==> src/rtl/fix_tag_value_field_decoder_defines.svh <==
// ---------------------------------------------------------------------------
// Assertion macros for the FIX tag=value field decoder.
// ---------------------------------------------------------------------------
`ifndef FIX_TAG_VALUE_FIELD_DECODER_DEFINES_SVH
`define FIX_TAG_VALUE_FIELD_DECODER_DEFINES_SVH

// The consequent must hold in the same cycle as the antecedent.
`define FTVD_ASSERT_IMPLIES(lbl, clk, rst, ante, cons) \
   lbl: assert property (@(posedge clk) disable iff (rst) (ante) |-> (cons)) \
      else $error("decoder implication check failed");

// The expression must never be true.
`define FTVD_ASSERT_NEVER(lbl, clk, rst, expr) \
   lbl: assert property (@(posedge clk) disable iff (rst) !(expr)) \
      else $error("decoder forbidden condition seen");

`endif

==> src/rtl/fix_tvd_pkg.sv <==
// ---------------------------------------------------------------------------
// fix_tvd_pkg
// Shared types and constants of the FIX tag=value field decoder.
// ---------------------------------------------------------------------------
`timescale 1ns / 1ps

package fix_tvd_pkg;

   // Register file layout.
   localparam int CSR_INDEX_W = 2;
   localparam int CSR_DATA_W  = 14;
   localparam logic [CSR_INDEX_W-1:0] CSR_CHECKSUM_TAG = 2'd0;
   localparam logic [CSR_INDEX_W-1:0] CSR_VALUE_SEP    = 2'd1;
   localparam logic [CSR_INDEX_W-1:0] CSR_FIELD_SEP    = 2'd2;

   // Register reset values.
   localparam logic [13:0] RESET_CHECKSUM_TAG = 14'd10;
   localparam logic [7:0]  RESET_VALUE_SEP    = 8'd61;
   localparam logic [7:0]  RESET_FIELD_SEP    = 8'd1;

   // Field widths and limits.
   localparam int TAG_W        = 31;
   localparam int TAG_EXT_W    = 35;
   localparam int LEN_OUT_W    = 16;
   localparam int LENGTH_BITS_DEFAULT = 16;
   localparam logic [TAG_EXT_W-1:0] TAG_MAX = 35'd2147483647;
   localparam logic [7:0] ASCII_ZERO = 8'h30;
   localparam logic [7:0] ASCII_NINE = 8'h39;

   // Depth of the queue between front and back.
   localparam int QUEUE_DEPTH = 2;

   typedef enum logic [1:0] {
      PH_TAG   = 2'd0,
      PH_TAIL  = 2'd1,
      PH_VALUE = 2'd2,
      PH_SKIP  = 2'd3
   } phase_type;

   // Live configuration handed from the front to the back.
   typedef struct packed {
      logic [13:0] checksum_tag;
      logic [7:0]  value_sep;
      logic [7:0]  field_sep;
   } cfg_type;

   // One classified byte as it travels through the queue.
   typedef struct packed {
      logic [7:0] data;
      logic       is_fsep;
      logic       is_vsep;
      logic       is_digit;
   } item_type;

   // Queue status seen by the front, the back and the top level.
   typedef struct packed {
      logic valid;
      logic full;
   } queue_status_type;

endpackage

==> src/rtl/fix_tag_value_field_decoder.sv <==
// An accepted byte passes the queue and then the output register before it is offered.
// Throughput: one byte per cycle unless the output stalls; the back's parser loop sets it.
// The input stalls only when the two-entry queue is full behind a stalled output.
// Reset is synchronous and active high: parser state, queue and output valid clear,
// and the three configuration registers return to their default values.
// ---------------------------------------------------------------------------
// fix_tag_value_field_decoder
// FIX tag=value stream decoder: reports each value byte, each field's tag and
// lengths, and the checksum sum at the end of each message.
// ---------------------------------------------------------------------------
`timescale 1ns / 1ps
`include "fix_tag_value_field_decoder_defines.svh"

module fix_tag_value_field_decoder #(
   parameter int LENGTH_BITS = fix_tvd_pkg::LENGTH_BITS_DEFAULT
) (
   input  logic                                clock,
   input  logic                                reset,
   input  logic                                csr_wr_en,
   input  logic [fix_tvd_pkg::CSR_INDEX_W-1:0] csr_index,
   input  logic [fix_tvd_pkg::CSR_DATA_W-1:0]  csr_wdata,
   input  logic                                req_valid,
   output logic                                req_stall,
   input  logic [7:0]                          req_data_byte,
   output logic                                rsp_valid,
   input  logic                                rsp_stall,
   output logic [7:0]                          rsp_value_byte,
   output logic                                rsp_value_valid,
   output logic                                rsp_field_done,
   output logic [fix_tvd_pkg::TAG_W-1:0]       rsp_field_tag,
   output logic [fix_tvd_pkg::LEN_OUT_W-1:0]   rsp_value_len,
   output logic [fix_tvd_pkg::LEN_OUT_W-1:0]   rsp_raw_len,
   output logic                                rsp_is_checksum_field,
   output logic                                rsp_message_done,
   output logic [7:0]                          rsp_checksum_sum,
   output logic                                rsp_malformed
);
   import fix_tvd_pkg::*;

   cfg_type          cfg;
   queue_status_type q_status;
   item_type         push_item;
   item_type         head_item;
   logic             push;
   logic             pop;

   // Front: configuration and byte classification.
   fix_tvd_front u_front (
      .clock         (clock),
      .reset         (reset),
      .csr_wr_en     (csr_wr_en),
      .csr_index     (csr_index),
      .csr_wdata     (csr_wdata),
      .req_valid     (req_valid),
      .req_data_byte (req_data_byte),
      .req_stall     (req_stall),
      .q_status      (q_status),
      .push          (push),
      .push_item     (push_item),
      .cfg           (cfg)
   );

   // Queue between the two halves.
   fix_tvd_queue u_queue (
      .clock     (clock),
      .reset     (reset),
      .push      (push),
      .push_item (push_item),
      .pop       (pop),
      .head_item (head_item),
      .q_status  (q_status)
   );

   // Back: field parser and output register.
   fix_tvd_back #(
      .LENGTH_BITS (LENGTH_BITS)
   ) u_back (
      .clock                 (clock),
      .reset                 (reset),
      .cfg                   (cfg),
      .q_status              (q_status),
      .head_item             (head_item),
      .pop                   (pop),
      .rsp_valid             (rsp_valid),
      .rsp_stall             (rsp_stall),
      .rsp_value_byte        (rsp_value_byte),
      .rsp_value_valid       (rsp_value_valid),
      .rsp_field_done        (rsp_field_done),
      .rsp_field_tag         (rsp_field_tag),
      .rsp_value_len         (rsp_value_len),
      .rsp_raw_len           (rsp_raw_len),
      .rsp_is_checksum_field (rsp_is_checksum_field),
      .rsp_message_done      (rsp_message_done),
      .rsp_checksum_sum      (rsp_checksum_sum),
      .rsp_malformed         (rsp_malformed)
   );

   // A finished message is always a well-formed field end.
   `FTVD_ASSERT_IMPLIES(a_msg_is_good_field, clock, reset, rsp_valid && rsp_message_done, rsp_field_done && !rsp_malformed)

   // Outside a field end, tag and length fields are zero.
   `FTVD_ASSERT_IMPLIES(a_idle_fields_zero, clock, reset, rsp_valid && !rsp_field_done, rsp_field_tag == 0 && rsp_raw_len == 0 && !rsp_malformed)

   // A byte is never both a value byte and a field separator.
   `FTVD_ASSERT_NEVER(a_value_not_sep, clock, reset, rsp_valid && rsp_value_valid && rsp_field_done)

   // The queue never pops while empty.
   `FTVD_ASSERT_NEVER(a_no_pop_empty, clock, reset, pop && !q_status.valid)

endmodule

==> src/rtl/fix_tvd_front.sv <==
// ---------------------------------------------------------------------------
// fix_tvd_front
// Holds the configuration registers and classifies each accepted byte.
// ---------------------------------------------------------------------------
`timescale 1ns / 1ps

module fix_tvd_front (
   input  logic                                clock,
   input  logic                                reset,
   input  logic                                csr_wr_en,
   input  logic [fix_tvd_pkg::CSR_INDEX_W-1:0] csr_index,
   input  logic [fix_tvd_pkg::CSR_DATA_W-1:0]  csr_wdata,
   input  logic                                req_valid,
   input  logic [7:0]                          req_data_byte,
   output logic                                req_stall,
   input  fix_tvd_pkg::queue_status_type       q_status,
   output logic                                push,
   output fix_tvd_pkg::item_type               push_item,
   output fix_tvd_pkg::cfg_type                cfg
);
   import fix_tvd_pkg::*;

   logic [13:0] checksum_tag_ff;
   logic [7:0]  value_sep_ff;
   logic [7:0]  field_sep_ff;

   // Configuration writes; an index past the list is ignored.
   always_ff @(posedge clock) begin
      if (reset) begin
         checksum_tag_ff <= RESET_CHECKSUM_TAG;
         value_sep_ff    <= RESET_VALUE_SEP;
         field_sep_ff    <= RESET_FIELD_SEP;
      end else if (csr_wr_en) begin
         unique case (csr_index)
            CSR_CHECKSUM_TAG: checksum_tag_ff <= csr_wdata;
            CSR_VALUE_SEP:    value_sep_ff    <= csr_wdata[7:0];
            CSR_FIELD_SEP:    field_sep_ff    <= csr_wdata[7:0];
            default: ;
         endcase
      end
   end

   assign cfg.checksum_tag = checksum_tag_ff;
   assign cfg.value_sep    = value_sep_ff;
   assign cfg.field_sep    = field_sep_ff;

   // A transfer goes straight into the queue whenever it has room.
   assign req_stall = q_status.full;
   assign push      = req_valid && !q_status.full;

   // Byte classification against the current separators.
   always_comb begin
      push_item.data     = req_data_byte;
      push_item.is_fsep  = (req_data_byte == field_sep_ff);
      push_item.is_vsep  = (req_data_byte == value_sep_ff);
      push_item.is_digit = (req_data_byte >= ASCII_ZERO) && (req_data_byte <= ASCII_NINE);
   end

endmodule

==> src/rtl/fix_tvd_queue.sv <==
// ---------------------------------------------------------------------------
// fix_tvd_queue
// Short FIFO of classified bytes between the front and the back.
// ---------------------------------------------------------------------------
`timescale 1ns / 1ps

module fix_tvd_queue (
   input  logic                          clock,
   input  logic                          reset,
   input  logic                          push,
   input  fix_tvd_pkg::item_type         push_item,
   input  logic                          pop,
   output fix_tvd_pkg::item_type         head_item,
   output fix_tvd_pkg::queue_status_type q_status
);
   import fix_tvd_pkg::*;

   localparam int PTR_W = (QUEUE_DEPTH > 1) ? $clog2(QUEUE_DEPTH) : 1;
   localparam int CNT_W = $clog2(QUEUE_DEPTH + 1);
   localparam logic [PTR_W-1:0] LAST_PTR = PTR_W'(QUEUE_DEPTH - 1);
   localparam logic [CNT_W-1:0] FULL_CNT = CNT_W'(QUEUE_DEPTH);

   item_type         slots_ff [QUEUE_DEPTH];
   logic [PTR_W-1:0] wr_ptr_ff;
   logic [PTR_W-1:0] wr_ptr_in;
   logic [PTR_W-1:0] rd_ptr_ff;
   logic [PTR_W-1:0] rd_ptr_in;
   logic [CNT_W-1:0] count_ff;
   logic [CNT_W-1:0] count_in;

   // Pointer and fill count updates.
   always_comb begin
      wr_ptr_in = wr_ptr_ff;
      rd_ptr_in = rd_ptr_ff;
      count_in  = count_ff;
      if (push) begin
         wr_ptr_in = (wr_ptr_ff == LAST_PTR) ? '0 : wr_ptr_ff + 1'b1;
      end
      if (pop) begin
         rd_ptr_in = (rd_ptr_ff == LAST_PTR) ? '0 : rd_ptr_ff + 1'b1;
      end
      if (push && !pop) begin
         count_in = count_ff + 1'b1;
      end else if (pop && !push) begin
         count_in = count_ff - 1'b1;
      end
   end

   always_ff @(posedge clock) begin
      if (reset) begin
         wr_ptr_ff <= '0;
         rd_ptr_ff <= '0;
         count_ff  <= '0;
      end else begin
         wr_ptr_ff <= wr_ptr_in;
         rd_ptr_ff <= rd_ptr_in;
         count_ff  <= count_in;
      end
   end

   // Slot storage carries payload only.
   always_ff @(posedge clock) begin
      if (push) begin
         slots_ff[wr_ptr_ff] <= push_item;
      end
   end

   assign head_item      = slots_ff[rd_ptr_ff];
   assign q_status.valid = (count_ff != '0);
   assign q_status.full  = (count_ff == FULL_CNT);

endmodule

==> src/rtl/fix_tvd_back.sv <==
// ---------------------------------------------------------------------------
// fix_tvd_back
// Field parser: tracks the tag, value and checksum state one byte per cycle
// unless the output stalls, and holds each result in an output register.
// ---------------------------------------------------------------------------
`timescale 1ns / 1ps

module fix_tvd_back #(
   parameter int LENGTH_BITS = fix_tvd_pkg::LENGTH_BITS_DEFAULT
) (
   input  logic                                clock,
   input  logic                                reset,
   input  fix_tvd_pkg::cfg_type                cfg,
   input  fix_tvd_pkg::queue_status_type       q_status,
   input  fix_tvd_pkg::item_type               head_item,
   output logic                                pop,
   output logic                                rsp_valid,
   input  logic                                rsp_stall,
   output logic [7:0]                          rsp_value_byte,
   output logic                                rsp_value_valid,
   output logic                                rsp_field_done,
   output logic [fix_tvd_pkg::TAG_W-1:0]       rsp_field_tag,
   output logic [fix_tvd_pkg::LEN_OUT_W-1:0]   rsp_value_len,
   output logic [fix_tvd_pkg::LEN_OUT_W-1:0]   rsp_raw_len,
   output logic                                rsp_is_checksum_field,
   output logic                                rsp_message_done,
   output logic [7:0]                          rsp_checksum_sum,
   output logic                                rsp_malformed
);
   import fix_tvd_pkg::*;

   localparam logic [LENGTH_BITS-1:0] COUNT_MAX = '1;

   // Parser state.
   phase_type             phase_ff;
   phase_type             phase_in;
   logic [TAG_W-1:0]      tag_ff;
   logic [TAG_W-1:0]      tag_in;
   logic                  digit_seen_ff;
   logic                  digit_seen_in;
   logic [LENGTH_BITS-1:0] value_count_ff;
   logic [LENGTH_BITS-1:0] value_count_in;
   logic [LENGTH_BITS-1:0] raw_count_ff;
   logic [LENGTH_BITS-1:0] raw_count_in;
   logic [7:0]            running_sum_ff;
   logic [7:0]            running_sum_in;
   logic [7:0]            sum_start_ff;
   logic [7:0]            sum_start_in;
   logic                  in_cks_ff;
   logic                  in_cks_in;

   // Output register.
   logic                  rsp_valid_ff;
   logic                  rsp_valid_in;
   logic [7:0]            value_byte_ff;
   logic [7:0]            value_byte_in;
   logic                  value_valid_ff;
   logic                  value_valid_in;
   logic                  field_done_ff;
   logic                  field_done_in;
   logic [TAG_W-1:0]      field_tag_ff;
   logic [TAG_W-1:0]      field_tag_in;
   logic [LEN_OUT_W-1:0]  value_len_ff;
   logic [LEN_OUT_W-1:0]  value_len_in;
   logic [LEN_OUT_W-1:0]  raw_len_ff;
   logic [LEN_OUT_W-1:0]  raw_len_in;
   logic                  is_cks_ff;
   logic                  is_cks_in;
   logic [7:0]            cks_sum_ff;
   logic [7:0]            cks_sum_in;
   logic                  malformed_ff;
   logic                  malformed_in;

   // Helpers.
   logic                  fire;
   logic [TAG_EXT_W-1:0]  tag_next;
   logic                  tag_ovf;
   logic                  bad;
   logic                  tag_is_cks;
   logic [LEN_OUT_W+LENGTH_BITS-1:0] value_len_ext;
   logic [LEN_OUT_W+LENGTH_BITS-1:0] raw_len_ext;

   // One byte is taken when the output register is free or being drained.
   assign fire = q_status.valid && (!rsp_valid_ff || !rsp_stall);
   assign pop  = fire;

   // Tag times ten plus the new digit, by shift and add.
   assign tag_next = ({{(TAG_EXT_W-TAG_W){1'b0}}, tag_ff} << 3)
                   + ({{(TAG_EXT_W-TAG_W){1'b0}}, tag_ff} << 1)
                   + {{(TAG_EXT_W-4){1'b0}}, head_item.data[3:0]};
   assign tag_ovf    = (tag_next > TAG_MAX);
   assign tag_is_cks = (tag_ff == {{(TAG_W-14){1'b0}}, cfg.checksum_tag});
   assign bad        = (phase_ff != PH_VALUE);

   // Counts are reported in a 16-bit field whatever their width.
   assign value_len_ext = {{LEN_OUT_W{1'b0}}, value_count_ff};
   assign raw_len_ext   = {{LEN_OUT_W{1'b0}}, raw_count_ff};

   // Next phase.
   always_comb begin
      phase_in = phase_ff;
      if (fire) begin
         if (head_item.is_fsep) begin
            phase_in = PH_TAG;
         end else begin
            unique case (phase_ff)
               PH_TAG: begin
                  if (head_item.is_digit) begin
                     if (tag_ovf) begin
                        phase_in = PH_SKIP;
                     end
                  end else if (!digit_seen_ff) begin
                     phase_in = PH_SKIP;
                  end else if (head_item.is_vsep) begin
                     phase_in = PH_VALUE;
                  end else begin
                     phase_in = PH_TAIL;
                  end
               end
               PH_TAIL: begin
                  if (head_item.is_vsep) begin
                     phase_in = PH_VALUE;
                  end
               end
               PH_VALUE: phase_in = PH_VALUE;
               PH_SKIP:  phase_in = PH_SKIP;
            endcase
         end
      end
   end

   // Datapath state and result fields.
   always_comb begin
      tag_in         = tag_ff;
      digit_seen_in  = digit_seen_ff;
      value_count_in = value_count_ff;
      raw_count_in   = raw_count_ff;
      running_sum_in = running_sum_ff;
      sum_start_in   = sum_start_ff;
      in_cks_in      = in_cks_ff;

      value_byte_in   = '0;
      value_valid_in  = 1'b0;
      field_done_in   = 1'b0;
      field_tag_in    = '0;
      value_len_in    = '0;
      raw_len_in      = '0;
      is_cks_in       = 1'b0;
      cks_sum_in      = '0;
      malformed_in    = 1'b0;

      if (fire) begin
         // The sum before the field is captured on the field's first byte.
         if (phase_ff == PH_TAG && !digit_seen_ff && raw_count_ff == '0) begin
            sum_start_in = running_sum_ff;
         end
         running_sum_in = running_sum_ff + head_item.data;

         if (head_item.is_fsep) begin
            field_done_in  = 1'b1;
            field_tag_in   = bad ? '0 : tag_ff;
            value_len_in   = bad ? '0 : value_len_ext[LEN_OUT_W-1:0];
            raw_len_in     = raw_len_ext[LEN_OUT_W-1:0];
            malformed_in   = bad;
            if (!bad && in_cks_ff) begin
               is_cks_in      = 1'b1;
               cks_sum_in     = sum_start_in;
               running_sum_in = '0;
               sum_start_in   = '0;
            end
            tag_in         = '0;
            digit_seen_in  = 1'b0;
            value_count_in = '0;
            raw_count_in   = '0;
            in_cks_in      = 1'b0;
         end else begin
            raw_count_in = (raw_count_ff == COUNT_MAX) ? raw_count_ff : raw_count_ff + 1'b1;
            if (phase_ff == PH_VALUE) begin
               value_byte_in  = head_item.data;
               value_valid_in = 1'b1;
               value_count_in = (value_count_ff == COUNT_MAX) ? value_count_ff
                                                              : value_count_ff + 1'b1;
            end else if (phase_ff == PH_TAG) begin
               if (head_item.is_digit) begin
                  if (!tag_ovf) begin
                     tag_in        = tag_next[TAG_W-1:0];
                     digit_seen_in = 1'b1;
                  end
               end else if (digit_seen_ff && head_item.is_vsep) begin
                  in_cks_in = tag_is_cks;
               end
            end else if (phase_ff == PH_TAIL) begin
               if (head_item.is_vsep) begin
                  in_cks_in = tag_is_cks;
               end
            end
         end
      end
   end

   // A result stays until its transfer completes.
   assign rsp_valid_in = fire ? 1'b1 : (rsp_valid_ff && rsp_stall);

   always_ff @(posedge clock) begin
      if (reset) begin
         phase_ff       <= PH_TAG;
         tag_ff         <= '0;
         digit_seen_ff  <= 1'b0;
         value_count_ff <= '0;
         raw_count_ff   <= '0;
         running_sum_ff <= '0;
         sum_start_ff   <= '0;
         in_cks_ff      <= 1'b0;
         rsp_valid_ff   <= 1'b0;
      end else begin
         phase_ff       <= phase_in;
         tag_ff         <= tag_in;
         digit_seen_ff  <= digit_seen_in;
         value_count_ff <= value_count_in;
         raw_count_ff   <= raw_count_in;
         running_sum_ff <= running_sum_in;
         sum_start_ff   <= sum_start_in;
         in_cks_ff      <= in_cks_in;
         rsp_valid_ff   <= rsp_valid_in;
      end
   end

   // Result payload is loaded only when a new byte is processed.
   always_ff @(posedge clock) begin
      if (fire) begin
         value_byte_ff   <= value_byte_in;
         value_valid_ff  <= value_valid_in;
         field_done_ff   <= field_done_in;
         field_tag_ff    <= field_tag_in;
         value_len_ff    <= value_len_in;
         raw_len_ff      <= raw_len_in;
         is_cks_ff       <= is_cks_in;
         cks_sum_ff      <= cks_sum_in;
         malformed_ff    <= malformed_in;
      end
   end

   assign rsp_valid             = rsp_valid_ff;
   assign rsp_value_byte        = value_byte_ff;
   assign rsp_value_valid       = value_valid_ff;
   assign rsp_field_done        = field_done_ff;
   assign rsp_field_tag         = field_tag_ff;
   assign rsp_value_len         = value_len_ff;
   assign rsp_raw_len           = raw_len_ff;
   assign rsp_is_checksum_field = is_cks_ff;
   assign rsp_message_done      = is_cks_ff;
   assign rsp_checksum_sum      = cks_sum_ff;
   assign rsp_malformed         = malformed_ff;

endmodule

==> config.mk <==
export PLATFORM = sky130hd
export DESIGN_NAME = fix_tag_value_field_decoder
export DESIGN_NICKNAME = d
export VERILOG_FILES = /design/src/rtl/fix_tvd_pkg.sv /design/src/rtl/fix_tag_value_field_decoder.sv /design/src/rtl/fix_tvd_front.sv /design/src/rtl/fix_tvd_queue.sv /design/src/rtl/fix_tvd_back.sv
export VERILOG_INCLUDE_DIRS = /design/src /design/src/rtl
export SDC_FILE = /design/constraint.sdc
export NUM_CORES = 1
export LEC_CHECK = 0
export ABC_AREA = 1
export BUFFER_PORTS_ARGS = -buffer_cell sky130_fd_sc_hd__buf_4
export CAP_MARGIN = 40
export CORE_UTILIZATION = 65
export CTS_CLUSTER_DIAMETER = 120
export DETAILED_ROUTE_END_ITERATION = 10
export HOLD_SLACK_MARGIN = 0.02
export PLACE_DENSITY = 0.86
export SLEW_MARGIN = 20
export SYNTH_ARGS = -nofsm -noshare
export SYNTH_HDL_FRONTEND = slang
export SYNTH_SLANG_ARGS = --single-unit
==> constraint.sdc <==
create_clock -name clock -period 7.05 [get_ports clock]
set_clock_uncertainty 0.15 [all_clocks]
set_input_delay 1.41 -clock clock [delete_from_list [all_inputs] [get_ports clock]]
set_output_delay 1.41 -clock clock [all_outputs]
set_load 0.005 [all_outputs]
==> results list <==
* Status: complete, no violations
- For this run, the total global-route usage over all layers was measured as 0.2931.
* Biggest cell delay along the critical path: roughly 0.55 ns
- The number of antenna diodes in the final layout is 0.
- The total overflow left after global routing is 0.
* Wire length of the first global-routing pass: 44.41 mm
- For the worst setup path, the data required time is around 7.3 ns.
- Number of max-cap violations: 0
- The worst setup path is captured at a flop.
- Layout cells sized above 1: 0.1390
- Most Frequent Cell on Critical Path: nand2_1
- The final max-slew violation count came to 0.
* Critical path buffers and inverters: 3
- Remaining antenna violation count after routing: 0
- The floorplan step defined a core boundary enclosing ~18,000 um2.
* Vias after detailed routing: between 10,000 and 15,000
- The longest clock path from root to sink contains 3 buffers.
* Count of cells along the worst hold path: 1
- In the final design database the tool counted ~1,700 nets.
* Transition time of the tightest slew-check pin: 0.7976 ns
- Counting buffers and inverters, the worst setup path is 21 cells deep.
- The Yosys step of the flow raised 0 warnings.
- After clock tree synthesis, the setup repair step added 0 buffers.
* Area share of the largest cell type after synthesis: 0.2642
- Worst slack at placement: 2.535 ns
* H-tree lvl count: 1
- Top-level port count: 115
- Data on the critical path arrives at its endpoint at 4.83 ns.
- Width of the die: 137.5 um
- Worst-path cell with the longest stage delay: dfxtp_1
* Number of instances resized during post-cts repair: 0
- I/O Buffers: ~110
- Clock sink count: about 220
- Number of buffers created by CTS: 24
* Synthesized netlist net count: between 1,500 and 2,000
* Most used DFF post-synth: dfxtp_1
- In the final timing run, aggregate negative setup slack is 0 ns.
* Most frequent cell after synthesis: nand2_1
- Number of filler cells placed in the layout: roughly 1,200
- Initial antenna violation count: 0
- The initial utilization of the core area, before any placement, comes to 0.6643.
- Largest cells by area after synthesis: edfxtp_1 26%, dfxtp_1 20%, nand2_1 8.4%
* Share of the clock period used by the worst path after layout: 0.6442
- Summed over all instances, the cell type with the most area after synthesis is edfxtp_1.
* Number of design rule violations left after detail routing: 0
- After synthesis the netlist holds a flip-flop and latch count of 224.
- Final critical path time including I/O delays and setup: ~4.5 ns
- HP Class: reg -> reg
- Signed area change from the synthesized netlist to the final layout: 15.15%
* Number of enable flip-flop cells after synthesis: between 100 and 150
- On the critical path the largest part of the delay comes from simple AND/OR/NAND/NOR gates.
* Post-DP HPWL: 19.12 mm
- Post-placement cell area: roughly 13,000 um2
* Overall routed net length: 27.42 mm
- The number of global-route vias before repair came to between 9,000 and 10,000.
- The final hold violation count is 0.
- Setup violations remaining at the end of the flow were counted as 0.
* Combined flip-flop and latch cell area: approximately 5500 um2
- Fmax achieved: roughly 220 MHz
- Power per cell area: roughly 330 nW/um2
- After detailed routing, the average wire length per cell comes to 15.08 um.
- Mean cell area of the mapped netlist: about 8.2 um2
* Relative slew slack: 0.4664
- For this design the static power due to leakage is roughly 6 nW.
* Cell-by-cell listing of the critical path: inv_2, or2_2, o21ai_0, fa_1, inv_1, ha_1, nand2_1, nand2_1, nand3_1, nand2_1, nand2_1, nand2_2, nand2_1, nand2_1, nand2_1, nand2_1, inv_2, nand4_4, nand2_4, nand2_1, a21oi_1
- In this run the cell area of the synthesized design comes to between 10,000 and 15,000 um2.
- Entering global routing, the biggest net connects 59 pins.
- Synthesis handed over a netlist of between 1,000 and 1,500 instances.
* Most numerous cell types in the synthesized netlist: 267 x nand2_1, 230 x nor2_1, 182 x inv_1
- Routability-driven placement finished with a final weighted congestion of approximately 0.93.
- Across all setup checks in the final design, the least slack found is 2.509 ns.
- Number of cells on the worst reg-to-reg path: 21
* Crit path launch type: flop
- Of all nets on the critical path, the largest fanout is 34.
- IR analysis of the VDD net gives a maximum drop of about 0.00029 V.
* Die Y: 137.5 um
* Unrepaired setup endpoints after global routing: no
* Asr flop ratio synth: 0
- At the later pin of the worst-skew pair, clock insertion delay measures between 0.5 and 0.6 ns.
- In this run the core area contains between 40 and 50 standard-cell rows.
- Worst hold slack across all endpoints: 0.3008 ns
* Synth unique cells: between 50 and 60
* Sequential element share of the synthesized area: 0.4638
- Drt via density: ~5.6
* Area of the die: between 15,000 and 20,000 um2
* Clock tree from TritonCTS: done
* Area of combinational cells with multiple inputs: around 5500 um2
- Category of the critical setup timing path: reg -> reg
- The first detailed-routing pass ran for 5 iterations.
- Non-Filler Cell Area, Final: approximately 14,000 um2
* Clock slew at the register clock pins of the worst setup and hold paths: around 0.060 ns
- The cell sitting at the root of the clock tree is a clkbuf_16.
- Buffers inserted to repair hold after CTS numbered 0.
- Initial detailed-routing violation count: slightly above 800
-- registers in the layout, summed over array words and instances, names as in the netlist, 14 cells and up, named ones only --
name                     flops
u_back.rsp_field_tag        31
u_back.rsp_raw_len          16
u_back.rsp_value_len        16
u_front.checksum_tag_ff     14
u_back.tag_ff               31
u_back.raw_count_ff         16
u_back.value_count_ff       16
u_queue.slots_ff            22
-- power breakdown --
group          internal [mW]  switching, mW
Sequential              1.74          0.138
Combinational          0.552          0.912
Clock                  0.706          0.500
Total                   3.00           1.55
-- layout by cell type, fill, tap and decap left out, drive strengths merged, types with 2 or more instances in the layout --
master and instances:
o2111ai 2, edfxtp 105, a221oi 3, xor2 17, and2 4, o22ai 12, nand4 16, nor2 234
ha 72, nand2 291, clkbuf 36, buf 122, o21a 3, xnor2 35, nor3 24, dfxtp 119
nand3 68, o211a 2, inv 194, o21bai 5, o21ai 61, clkinv 10, or2 9, fa 3
nor4 10, a211oi 5, a21oi 108, a31oi 8
-- worst register-to-register path: cells and delay by family, from the launching register on --
family          cells  cell delay, ns
fa+ha+maj           2            0.76
simple gates       14            2.32
buf+inv             3            0.31
flops               1            0.55
compound gates      2            0.38
-- logic make-up (layout without fill, tap and decap cells) --
group	Yosys count	in the layout	synth area share
simple gates	658	658	0.2350
flops	224	224	0.4638
compound gates	217	217	0.1047
xor+xnor	52	52	0.03816
buf+inv	235	363	0.07696
fa+ha+maj	75	75	0.08052
mux	1	1	0.0008388
-- final cells by class --
cell class	instances	area share
inverter	197	0.05399
clock inverter	8	0.006191
timing repair buffer	122	0.06792
clock buffer	36	0.04944
multi-input combinational	1003	0.3988
tap	229	0.02085
sequential	224	0.4028
-- per-stage QoR --
stage | power, mW | cells | utilization
after floorplan | 2.782 | 1462 | -
after global placement | 3.262 | 1770 | 0.7194
after detailed placement | 3.324 | 1774 | 0.7213
after CTS | 4.549 | 1818 | 0.7639
after global routing | 4.822 | 1819 | 0.7650
final | 4.551 | 1819 | 0.7650
-- final timing paths --
kind | from | endpoint | slack (ns)
max | flop | u_back.tag_ff[6] | 2.51
min | u_queue.rd_ptr_ff | u_queue.rd_ptr_ff | 0.30
max reg2reg | flop | u_back.tag_ff[6] | 2.51
min reg2reg | u_queue.rd_ptr_ff | u_queue.rd_ptr_ff | 0.30
-- per-layer routing --
metal | share of wire | track usage | vias to the layer above
li1 | - | - | 5032
met1 | 0.42 | 0.3675 | 4725
met2 | 0.48 | 0.5073 | 403
met3 | 0.067 | 0.04525 | 62
met4 | 0.027 | 0.1099 | 0
met5 | 0 | 0 | -
No activity file was read; power rests on OpenSTA's default activity.
